### config.mk
export PLATFORM = sky130hd
export DESIGN_NAME = color_ramp_evaluator_top
export DESIGN_NICKNAME = d
export VERILOG_FILES = /design/src/rtl/core/cre_pkg.sv /design/src/rtl/core/cre_ram.sv /design/src/rtl/core/cre_ctrl.sv /design/src/rtl/core/cre_dp.sv /design/src/rtl/core/color_ramp_evaluator_top.sv
export SDC_FILE = /design/constraint.sdc
export NUM_CORES = 2
export LEC_CHECK = 0
export BUFFER_PORTS_ARGS = -buffer_cell sky130_fd_sc_hd__buf_2
export CORE_MARGIN = 1
export CORE_UTILIZATION = 47
export CTS_BUF_LIST = sky130_fd_sc_hd__clkbuf_16
export DETAILED_ROUTE_END_ITERATION = 16
export GPL_ROUTABILITY_DRIVEN = 0
export SLEW_MARGIN = 20
export SYNTH_ARGS = -nofsm -noshare
export SYNTH_HDL_FRONTEND = slang
export SYNTH_SLANG_ARGS = --single-unit
export TNS_END_PERCENT = 20
### constraint.sdc
create_clock -name clk_i -period 8.8 [get_ports clk_i]
set_input_delay 0.88 -clock clk_i [delete_from_list [all_inputs] [get_ports clk_i]]
set_output_delay 0.88 -clock clk_i [all_outputs]
set_load 0.005 [all_outputs]
### src/rtl/core/cre_pkg.sv
`timescale 1ns / 1ps
package cre_pkg;

  localparam int MAX_ENTRIES = 32;
  localparam int WORD_BITS   = 16;
  localparam int STRIDE      = 5;
  localparam int RAM_DEPTH   = MAX_ENTRIES * STRIDE;
  localparam int ADDR_W      = $clog2(RAM_DEPTH);
  localparam int FRAC_BITS   = 16;
  localparam logic [16:0] ONE_FX  = 17'h10000;
  localparam logic [5:0]  CNT_MAX = 6'(MAX_ENTRIES);

  localparam logic REQ_WRITE = 1'b0;
  localparam logic REQ_EVAL  = 1'b1;

  localparam logic CFG_COUNT = 1'b0;
  localparam logic CFG_MODE  = 1'b1;

  typedef enum logic [3:0] {
    ST_IDLE,
    ST_SETUP,
    ST_SAMP,
    ST_SCAN_RD,
    ST_SCAN_CHK,
    ST_SCAN_END,
    ST_DIV,
    ST_RD_A,
    ST_RD_B,
    ST_LAT_B,
    ST_MUL,
    ST_ACC,
    ST_OUT
  } cre_state_e;

  typedef enum logic [3:0] {
    OP_NONE,
    OP_WRITE,
    OP_LOAD,
    OP_SAMP,
    OP_SCAN_RD,
    OP_SCAN_CHK,
    OP_SCAN_END,
    OP_DIV,
    OP_RD_A,
    OP_RD_B,
    OP_LAT_B,
    OP_MUL,
    OP_ACC
  } cre_op_e;

  typedef struct packed {
    cre_op_e op;
  } cre_cmd_t;

  typedef struct packed {
    logic short_tbl;
    logic sampled;
    logic scan_last;
    logic div_done;
    logic comp_last;
  } cre_sts_t;

endpackage

### src/rtl/core/cre_ram.sv
`timescale 1ns / 1ps
module cre_ram #(
  parameter int WIDTH = 16,
  parameter int DEPTH = 160
) (
  input  logic                     clk_i,
  input  logic                     we_i,
  input  logic [$clog2(DEPTH)-1:0] addr_i,
  input  logic [WIDTH-1:0]         wdata_i,
  output logic [WIDTH-1:0]         rdata_o
);

  logic [WIDTH-1:0] mem_q [DEPTH];
  logic [WIDTH-1:0] rdata_q;

  always_ff @(posedge clk_i) begin
    if (we_i) begin
      mem_q[addr_i] <= wdata_i;
    end
    rdata_q <= mem_q[addr_i];
  end

  assign rdata_o = rdata_q;

endmodule

### src/rtl/core/cre_ctrl.sv
`timescale 1ns / 1ps
module cre_ctrl
  import cre_pkg::*;
(
  input  logic     clk_i,
  input  logic     rst_ni,
  input  logic     in_valid_i,
  input  logic     req_type_i,
  input  logic     out_stall_i,
  input  cre_sts_t sts_i,
  output cre_cmd_t cmd_o,
  output logic     in_stall_o,
  output logic     out_valid_o
);

  cre_state_e state_q, state_d;

  always_ff @(posedge clk_i or negedge rst_ni) begin
    if (!rst_ni) begin
      state_q <= ST_IDLE;
    end else begin
      state_q <= state_d;
    end
  end

  always_comb begin
    state_d = state_q;
    unique case (state_q)
      ST_IDLE: begin
        if (in_valid_i && req_type_i == REQ_EVAL) state_d = ST_SETUP;
      end
      ST_SETUP: begin
        if (sts_i.short_tbl) state_d = ST_OUT;
        else if (sts_i.sampled) state_d = ST_SAMP;
        else state_d = ST_SCAN_RD;
      end
      ST_SAMP:     state_d = ST_RD_A;
      ST_SCAN_RD:  state_d = ST_SCAN_CHK;
      ST_SCAN_CHK: state_d = sts_i.scan_last ? ST_SCAN_END : ST_SCAN_RD;
      ST_SCAN_END: state_d = ST_DIV;
      ST_DIV: begin
        if (sts_i.div_done) state_d = ST_RD_A;
      end
      ST_RD_A:  state_d = ST_RD_B;
      ST_RD_B:  state_d = ST_LAT_B;
      ST_LAT_B: state_d = ST_MUL;
      ST_MUL:   state_d = ST_ACC;
      ST_ACC:   state_d = sts_i.comp_last ? ST_OUT : ST_RD_A;
      ST_OUT: begin
        if (!out_stall_i) state_d = ST_IDLE;
      end
      default: state_d = ST_IDLE;
    endcase
  end

  always_comb begin
    cmd_o.op    = OP_NONE;
    in_stall_o  = (state_q != ST_IDLE);
    out_valid_o = (state_q == ST_OUT);
    unique case (state_q)
      ST_IDLE: begin
        if (in_valid_i) cmd_o.op = (req_type_i == REQ_EVAL) ? OP_LOAD : OP_WRITE;
      end
      ST_SAMP:     cmd_o.op = OP_SAMP;
      ST_SCAN_RD:  cmd_o.op = OP_SCAN_RD;
      ST_SCAN_CHK: cmd_o.op = OP_SCAN_CHK;
      ST_SCAN_END: cmd_o.op = OP_SCAN_END;
      ST_DIV:      cmd_o.op = OP_DIV;
      ST_RD_A:     cmd_o.op = OP_RD_A;
      ST_RD_B:     cmd_o.op = OP_RD_B;
      ST_LAT_B:    cmd_o.op = OP_LAT_B;
      ST_MUL:      cmd_o.op = OP_MUL;
      ST_ACC:      cmd_o.op = OP_ACC;
      default:     cmd_o.op = OP_NONE;
    endcase
  end

  a_eval_setup: assert property (@(posedge clk_i) disable iff (!rst_ni)
    (in_valid_i && !in_stall_o && req_type_i == REQ_EVAL) |=> state_q == ST_SETUP)
    else $error("evaluate transfer did not start setup");

  a_out_done: assert property (@(posedge clk_i) disable iff (!rst_ni)
    (state_q == ST_OUT && !out_stall_i) |=> state_q == ST_IDLE)
    else $error("result transfer did not return to idle");

  a_acc_last: assert property (@(posedge clk_i) disable iff (!rst_ni)
    (state_q == ST_ACC && sts_i.comp_last) |=> out_valid_o)
    else $error("last channel did not raise result valid");

endmodule

### src/rtl/core/cre_dp.sv
`timescale 1ns / 1ps
module cre_dp
  import cre_pkg::*;
(
  input  logic               clk_i,
  input  cre_cmd_t           cmd_i,
  input  logic [5:0]         ramp_count_i,
  input  logic [1:0]         ramp_mode_i,
  input  logic [4:0]         entry_index_i,
  input  logic [2:0]         component_i,
  input  logic [15:0]        word_value_i,
  input  logic signed [20:0] factor_i,
  output cre_sts_t           sts_o,
  output logic [15:0]        red_o,
  output logic [15:0]        green_o,
  output logic [15:0]        blue_o,
  output logic [15:0]        alpha_out_o
);

  logic signed [20:0] factor_q;
  logic [5:0]         cnt_q;
  logic               const_q, sampled_q;
  logic [4:0]         scan_k_q, seg_q, a_ent_q, b_ent_q;
  logic [15:0]        prev_q, p0_q, p1_q, den_q, rem_q, quo_q, wa_q, wb_q;
  logic               hit_q, ovr_q, div_pend_q;
  logic [3:0]         bit_q;
  logic [16:0]        t_q;
  logic [1:0]         j_q;
  logic signed [34:0] prod_q;
  logic [15:0]        res_q [4];

  logic [4:0]              last;
  logic                    ram_we;
  logic [ADDR_W-1:0]       ram_addr;
  logic [WORD_BITS-1:0]    rdata;
  logic [ADDR_W-1:0]       off;
  logic [16:0]             fc;
  logic [21:0]             scaled;
  logic [4:0]              idx, nx;
  logic signed [20:0]      diff;
  logic [15:0]             den;
  logic [16:0]             r2;
  logic                    ge;
  logic [15:0]             quo_n;
  logic signed [16:0]      dab;
  logic signed [34:0]      sum;
  logic signed [20:0]      pos_s;

  function automatic logic [ADDR_W-1:0] ent_base(input logic [4:0] e);
    ent_base = ADDR_W'({e, 2'b00}) + ADDR_W'(e);
  endfunction

  assign last = 5'(cnt_q - 6'd1);
  assign off  = sampled_q ? ADDR_W'(0) : ADDR_W'(1);

  always_comb begin
    ram_we   = 1'b0;
    ram_addr = '0;
    case (cmd_i.op)
      OP_WRITE: begin
        ram_we   = (component_i < 3'(STRIDE));
        ram_addr = ent_base(entry_index_i) + ADDR_W'(component_i);
      end
      OP_SCAN_RD: ram_addr = ent_base(scan_k_q);
      OP_RD_A:    ram_addr = ent_base(a_ent_q) + off + ADDR_W'(j_q);
      OP_RD_B:    ram_addr = ent_base(b_ent_q) + off + ADDR_W'(j_q);
      default:    ram_addr = '0;
    endcase
  end

  cre_ram #(
    .WIDTH(WORD_BITS),
    .DEPTH(RAM_DEPTH)
  ) u_ram (
    .clk_i  (clk_i),
    .we_i   (ram_we),
    .addr_i (ram_addr),
    .wdata_i(word_value_i),
    .rdata_o(rdata)
  );

  always_comb begin
    if (factor_q < 0) fc = '0;
    else if (factor_q > $signed({4'b0, ONE_FX})) fc = ONE_FX;
    else fc = factor_q[16:0];
    scaled = 22'(fc) * 22'(last);
    idx    = (scaled[21:16] > {1'b0, last}) ? last : scaled[20:16];
    nx     = (idx == last) ? last : 5'(idx + 5'd1);
    pos_s  = $signed({5'b0, rdata});
    diff   = factor_q - $signed({5'b0, p0_q});
    den    = p1_q - p0_q;
    r2     = {rem_q, 1'b0};
    ge     = (r2 >= {1'b0, den_q});
    quo_n  = {quo_q[14:0], ge};
    dab    = $signed({1'b0, wb_q}) - $signed({1'b0, wa_q});
    sum    = $signed({3'b0, wa_q, 16'b0}) + prod_q + 35'sd32768;
  end

  always_ff @(posedge clk_i) begin
    case (cmd_i.op)
      OP_LOAD: begin
        factor_q  <= factor_i;
        cnt_q     <= (ramp_count_i > CNT_MAX) ? CNT_MAX : ramp_count_i;
        const_q   <= ramp_mode_i[0];
        sampled_q <= ramp_mode_i[1];
        scan_k_q  <= '0;
        hit_q     <= 1'b0;
        ovr_q     <= 1'b0;
        div_pend_q <= 1'b0;
        j_q       <= '0;
        a_ent_q   <= '0;
        b_ent_q   <= '0;
        t_q       <= '0;
        res_q[0]  <= '0;
        res_q[1]  <= '0;
        res_q[2]  <= '0;
        res_q[3]  <= 16'hFFFF;
      end
      OP_SAMP: begin
        a_ent_q <= idx;
        b_ent_q <= nx;
        t_q     <= const_q ? 17'd0 : {1'b0, scaled[15:0]};
      end
      OP_SCAN_CHK: begin
        if (scan_k_q != 5'd0 && factor_q >= $signed({5'b0, prev_q})) begin
          hit_q <= 1'b1;
          seg_q <= scan_k_q;
          p0_q  <= prev_q;
          p1_q  <= rdata;
        end
        if (scan_k_q == last) ovr_q <= (factor_q >= pos_s);
        prev_q   <= rdata;
        scan_k_q <= 5'(scan_k_q + 5'd1);
      end
      OP_SCAN_END: begin
        div_pend_q <= 1'b0;
        if (ovr_q) begin
          a_ent_q <= last;
          b_ent_q <= last;
          t_q     <= '0;
        end else if (hit_q) begin
          a_ent_q <= 5'(seg_q - 5'd1);
          b_ent_q <= seg_q;
          if (const_q) begin
            t_q <= '0;
          end else if (p1_q <= p0_q) begin
            t_q <= (factor_q > $signed({5'b0, p0_q})) ? ONE_FX : 17'd0;
          end else if (diff >= $signed({5'b0, den})) begin
            t_q <= ONE_FX;
          end else begin
            t_q        <= '0;
            div_pend_q <= 1'b1;
            rem_q      <= diff[15:0];
            den_q      <= den;
            quo_q      <= '0;
            bit_q      <= '0;
          end
        end else begin
          a_ent_q <= '0;
          b_ent_q <= '0;
          t_q     <= '0;
        end
      end
      OP_DIV: begin
        if (div_pend_q) begin
          rem_q <= ge ? 16'(r2 - {1'b0, den_q}) : r2[15:0];
          quo_q <= quo_n;
          bit_q <= 4'(bit_q + 4'd1);
          if (bit_q == 4'd15) begin
            t_q        <= {1'b0, quo_n};
            div_pend_q <= 1'b0;
          end
        end
      end
      OP_RD_B:  wa_q <= rdata;
      OP_LAT_B: wb_q <= rdata;
      OP_MUL:   prod_q <= 35'(dab * $signed({1'b0, t_q}));
      OP_ACC: begin
        res_q[j_q] <= sum[31:16];
        j_q        <= 2'(j_q + 2'd1);
      end
      default: ;
    endcase
  end

  always_comb begin
    sts_o.short_tbl = sampled_q ? (cnt_q < 6'd2) : (cnt_q == 6'd0);
    sts_o.sampled   = sampled_q;
    sts_o.scan_last = (scan_k_q == last);
    sts_o.div_done  = !div_pend_q || (bit_q == 4'd15);
    sts_o.comp_last = (j_q == 2'd3);
  end

  assign red_o       = res_q[0];
  assign green_o     = res_q[1];
  assign blue_o      = res_q[2];
  assign alpha_out_o = res_q[3];

  a_t_range: assert property (@(posedge clk_i)
    (cmd_i.op == OP_MUL) |-> (t_q <= ONE_FX))
    else $error("interpolation weight above one");

endmodule

### src/rtl/core/color_ramp_evaluator_top.sv
`timescale 1ns / 1ps
// Color ramp evaluator.
// Input channel (in_valid_i / in_stall_o) carries write items, which store one
// Q0.16 word of a table entry, and evaluate items, which map a Q4.16 factor to
// an RGBA color on the output channel (out_valid_o / out_stall_i). A write item
// gives no result and does not raise in_stall_o. An evaluate item gives one
// result. The APB port sets ramp_count (address 0) and ramp_mode (address 4).
// One item is in work at a time: in_stall_o stays high until the result has
// been transferred. A table too short for the mode goes straight to the result.
// In sampled mode the factor picks two table entries directly; in control mode
// the stop positions are scanned through the single table RAM port and a
// bit-per-cycle divider gives the weight between two stops. Each channel then
// takes a read-multiply-add (states RD_A, RD_B, LAT_B, MUL, ACC).
// While out_stall_i is high the result holds on the outputs.
// Reset clears the APB configuration registers and the sequencer; the datapath
// registers are not reset, and table words are unknown until written.
module color_ramp_evaluator_top
  import cre_pkg::*;
(
  input  logic               clk_i,
  input  logic               rst_ni,
  input  logic               psel,
  input  logic               penable,
  input  logic               pwrite,
  input  logic [2:0]         paddr,
  input  logic [31:0]        pwdata,
  output logic [31:0]        prdata,
  output logic               pready,
  input  logic               in_valid_i,
  output logic               in_stall_o,
  input  logic               req_type_i,
  input  logic [4:0]         entry_index_i,
  input  logic [2:0]         component_i,
  input  logic [15:0]        word_value_i,
  input  logic signed [20:0] factor_i,
  output logic               out_valid_o,
  input  logic               out_stall_i,
  output logic [15:0]        red_o,
  output logic [15:0]        green_o,
  output logic [15:0]        blue_o,
  output logic [15:0]        alpha_out_o
);

  logic [5:0] count_q;
  logic [1:0] mode_q;
  cre_cmd_t   cmd;
  cre_sts_t   sts;

  assign pready = 1'b1;

  always_ff @(posedge clk_i or negedge rst_ni) begin
    if (!rst_ni) begin
      count_q <= '0;
      mode_q  <= '0;
    end else if (psel && penable && pwrite) begin
      if (paddr[2] == CFG_COUNT) count_q <= pwdata[5:0];
      else mode_q <= pwdata[1:0];
    end
  end

  assign prdata = (paddr[2] == CFG_MODE) ? {30'b0, mode_q} : {26'b0, count_q};

  cre_ctrl u_ctrl (
    .clk_i      (clk_i),
    .rst_ni     (rst_ni),
    .in_valid_i (in_valid_i),
    .req_type_i (req_type_i),
    .out_stall_i(out_stall_i),
    .sts_i      (sts),
    .cmd_o      (cmd),
    .in_stall_o (in_stall_o),
    .out_valid_o(out_valid_o)
  );

  cre_dp u_dp (
    .clk_i        (clk_i),
    .cmd_i        (cmd),
    .ramp_count_i (count_q),
    .ramp_mode_i  (mode_q),
    .entry_index_i(entry_index_i),
    .component_i  (component_i),
    .word_value_i (word_value_i),
    .factor_i     (factor_i),
    .sts_o        (sts),
    .red_o        (red_o),
    .green_o      (green_o),
    .blue_o       (blue_o),
    .alpha_out_o  (alpha_out_o)
  );

endmodule
==> results_dict.tcl <==
set metrics [dict create \
    async_flop_share_pct 0.418 \
    dieHeight_um 529 \
    crit_path_top_delay_cell "fa_1" \
    cts_sinks 2871 \
    fp.coreArea_mm2 0.276 \
    setup_viol 0 \
    port_buffers 131 \
    multi_input_area_mm2 0.0404 \
    ys_seq_elements 2871 \
    rows 193 \
    firstDrtPassIters 6 \
    synthDistinctLibCells 94 \
    layout_min_cycle_time_ps 8400 \
    ys.flop_type "edfxtp_1" \
    wire_per_inst_um 27.9 \
    initial_core_util_pct 47.3 \
    finalClockSkew_ps 56.8 \
    reg2reg_depth 33 \
    whs_path_depth 1 \
    die-area_mm2 0.280 \
    drv_cap 0 \
    clk_latency_ps 930 \
    drt_iter0_drc 10800 \
    avgSynthCellArea_um2 12.9 \
    dp_slack_ps 218 \
    vias_per_cell 6.02 \
    worstPathRequired_ps 9430 \
    grt_pass1_vias 83600 \
    crit_buf_inv 5 \
    relSlewSlack_pct 6.01 \
    grtUsageMet1_pct 38.1 \
    regArea_mm2 0.0860 \
    vias 86300 \
    cp-start-kind "flip-flop" \
    worst_slew_pin_slew_ps 1400 \
    hpwl_mm 248 \
    placed_cell_area_mm2 0.137 \
    htreeDepth 5 \
    grt_util_met3_pct 4.97 \
    cp-end-kind "flip-flop" \
    grt_pass1_wl_mm 576 \
    area_growth_pct 12.5 \
    drive_gt1_share_pct 11.2 \
    path_max_fanout 12 \
    fp.dieW_um 529 \
    netlist_area_mm2 0.131 \
    max_freq_ghz 0.119 \
    drc 0 \
    final_cell_area_mm2 0.147 \
    grt_max_degree 122 \
    cts_tree "yes" \
    cp_common_cell "fa_1" \
    grtUsageTotal_pct 28.2 \
    drv_slew 0 \
    critPathKind "flip-flop to flip-flop" \
    met2_usage_pct 44.5 \
    antenna_found_initial 19 \
    yosys_warnings 0 \
    boundaryPins 187 \
    worstPathArrival_ps 9030 \
    hp-class "input pin to flip-flop" \
    globalRoute.totalOverflow 0 \
    busiest_layer "met2" \
    root_buffer "clkbuf_16" \
    fillers 22800 \
    path_depth 33 \
    synth_cells 10100 \
    nNetsFinal 11100 \
    final-hold-violation-count 0 \
    drtAntennaViolNets 0 \
    finalWorstSetupSlack_ps 395 \
    synth-edff-count 2843 \
    clockBufferDepth 4 \
    wirelength_mm 400 \
    status "finished, final reports clean" \
    post-route-period-util_pct 95.5 \
    max_stage_delay_ps 560 \
    cpLargestDelayFamily "adder cells" \
    cts_buffers 308 \
    path_clk_slew_ps 60 \
    yosysSeqAreaShare_pct 65.8 \
]
## cell usage after synthesis (14+ instances only)
cell type	number	share of area, %
a2111oi_0	14	0.094
nand2b_1	34	0.16
a21o_1	55	0.32
ha_1	299	2.9
edfxtp_1	2843	65
nand3_1	668	2.6
nor2b_1	49	0.23
o21a_1	29	0.17
a21oi_1	191	0.73
a22oi_1	29	0.17
or3_1	20	0.096
nand4_1	45	0.22
inv_1	488	1.4
buf_2	264	1.0
and2_1	127	0.61
fa_1	280	4.3
a211oi_1	58	0.33
a221oi_1	21	0.14
dfxtp_1	16	0.25
o22ai_1	41	0.20
a31oi_1	197	0.94
buf_4	73	0.42
buf_1	47	0.14
a311oi_1	244	1.6
mux2i_1	55	0.42
nor2_1	405	1.2
nand2_1	2309	6.6
o21ai_0	97	0.37
xor2_1	48	0.32
xnor2_1	80	0.54
clkbuf_1	209	0.60
nor3_1	81	0.31
a32oi_1	43	0.29
o21bai_1	15	0.086
and3_1	267	1.3
nor4_1	29	0.14
a32o_1	19	0.15
mux4_2	100	1.7
## routing by layer
layer  wire [µm]  up-vias
met5          54        -
met4       20300        6
met3       38700      816
met2      184000     4449
met1      157000    43600
li1            -    37400
## what timing repair did
| item | CTS | global route |
|---|---|---|
| gates resized for setup | 0 | 10 |
| buffers inserted | 0 | 2 |
| hold endpoints to repair | 12 | 0 |
| hold buffers | 1 | 0 |
| setup endpoints to repair | 0 | 8 |
## path summary, 6_finish.rpt
check | startpoint | slack (ps) | endpoint
setup / recovery | u_dp.wa_q[1] | 400 | u_dp.prod_q[31]
hold / removal | factor_i[14] | 160 | u_dp.factor_q[14]
setup reg to reg | u_dp.wa_q[1] | 400 | u_dp.prod_q[31]
hold reg to reg | u_dp.prev_q[15] | 450 | u_dp.p0_q[15]
max in group asynchronous | rst_ni | 8000 | count_q[2]
min in group asynchronous | rst_ni | 480 | u_ctrl.state_q[1]
## cells by family after synthesis
group / Yosys count / share of synthesized area (%)
multiplexers: 166 / 2.24
XOR/XNOR: 128 / 0.858
other: 2 / 0.00575
AND/OR/NAND/NOR: 4090 / 13.7
AO/OA/AOI/OAI: 1191 / 6.53
buffers and inverters: 1094 / 3.66
flip-flops: 2871 / 65.8
adder cells (fa/ha/maj): 579 / 7.15
## sequential cells by signal, indices dropped and copies added (netlist names), 6 cells and up
register / flops
count_q: 6
u_dp.cnt_q: 6
u_dp.den_q: 16
u_dp.factor_q: 21
u_dp.p0_q: 16
u_dp.p1_q: 16
u_dp.prev_q: 16
u_dp.prod_q: 17
u_dp.quo_q: 15
u_dp.rem_q: 16
u_dp.res_q: 64
u_dp.t_q: 17
u_dp.u_ram.mem_q: 2560
u_dp.u_ram.rdata_o: 16
u_dp.wa_q: 16
u_dp.wb_q: 16
## layout make-up
type                       count  area share (%)
sequential                  2871            58.5
multi-input combinational   6181            27.5
clock buffer                 314            5.35
tap                         3705            3.15
timing repair buffer         533            2.85
clock inverter               241            1.36
inverter                     491            1.25
antenna                        9          0.0153
## through the flow
step	setup TNS, ps	hold WS, ps	util (%)	instances
final	0	163	53.2	14300
after global routing	-17.8	137	53.2	14300
after CTS	0	93.1	53.1	14300
after detailed placement	0	436	49.5	13800
after global placement	0	435	49.5	13800
after floorplan	0	426	-	10100
## worst register-to-register path: cells and delay by family, from the launching register on
kind                     cells  cell delay (ps)
AO/OA/AOI/OAI               12             2480
AND/OR/NAND/NOR              6              970
XOR/XNOR                     2              280
buffers and inverters        5              640
flip-flops                   1              400
adder cells (fa/ha/maj)      8             3370
## placed cells by master (no fill, tap or decap), types with 28 or more instances in the layout
cell type,Yosys,final
clkinv_1,2,66
o21a_1,29,29
buf_2,264,117
clkinv_2,0,58
a22oi_1,29,29
a31oi_1,197,196
edfxtp_1,2843,2843
xnor2_1,80,76
nand3_1,668,668
fa_1,280,280
ha_1,299,299
inv_1,488,543
xor2_1,48,48
o21ai_0,97,95
mux4_2,100,100
nand2_1,2309,2304
nor4_1,29,28
a32oi_1,43,43
a211oi_1,58,58
nor2_2,1,30
nand2b_1,34,34
nand4_1,45,45
a311oi_1,244,244
o22ai_1,41,41
nor2_1,405,356
mux2i_1,55,55
buf_4,73,366
and2_1,127,126
a21o_1,55,54
and3_1,267,267
buf_12,0,33
clkbuf_16,0,314
nor3_1,81,74
a21oi_1,191,188
nor2b_1,49,47
Power is not shown: default switching activity piles up to over one toggle a cycle in this logic, so the estimate is an artifact.
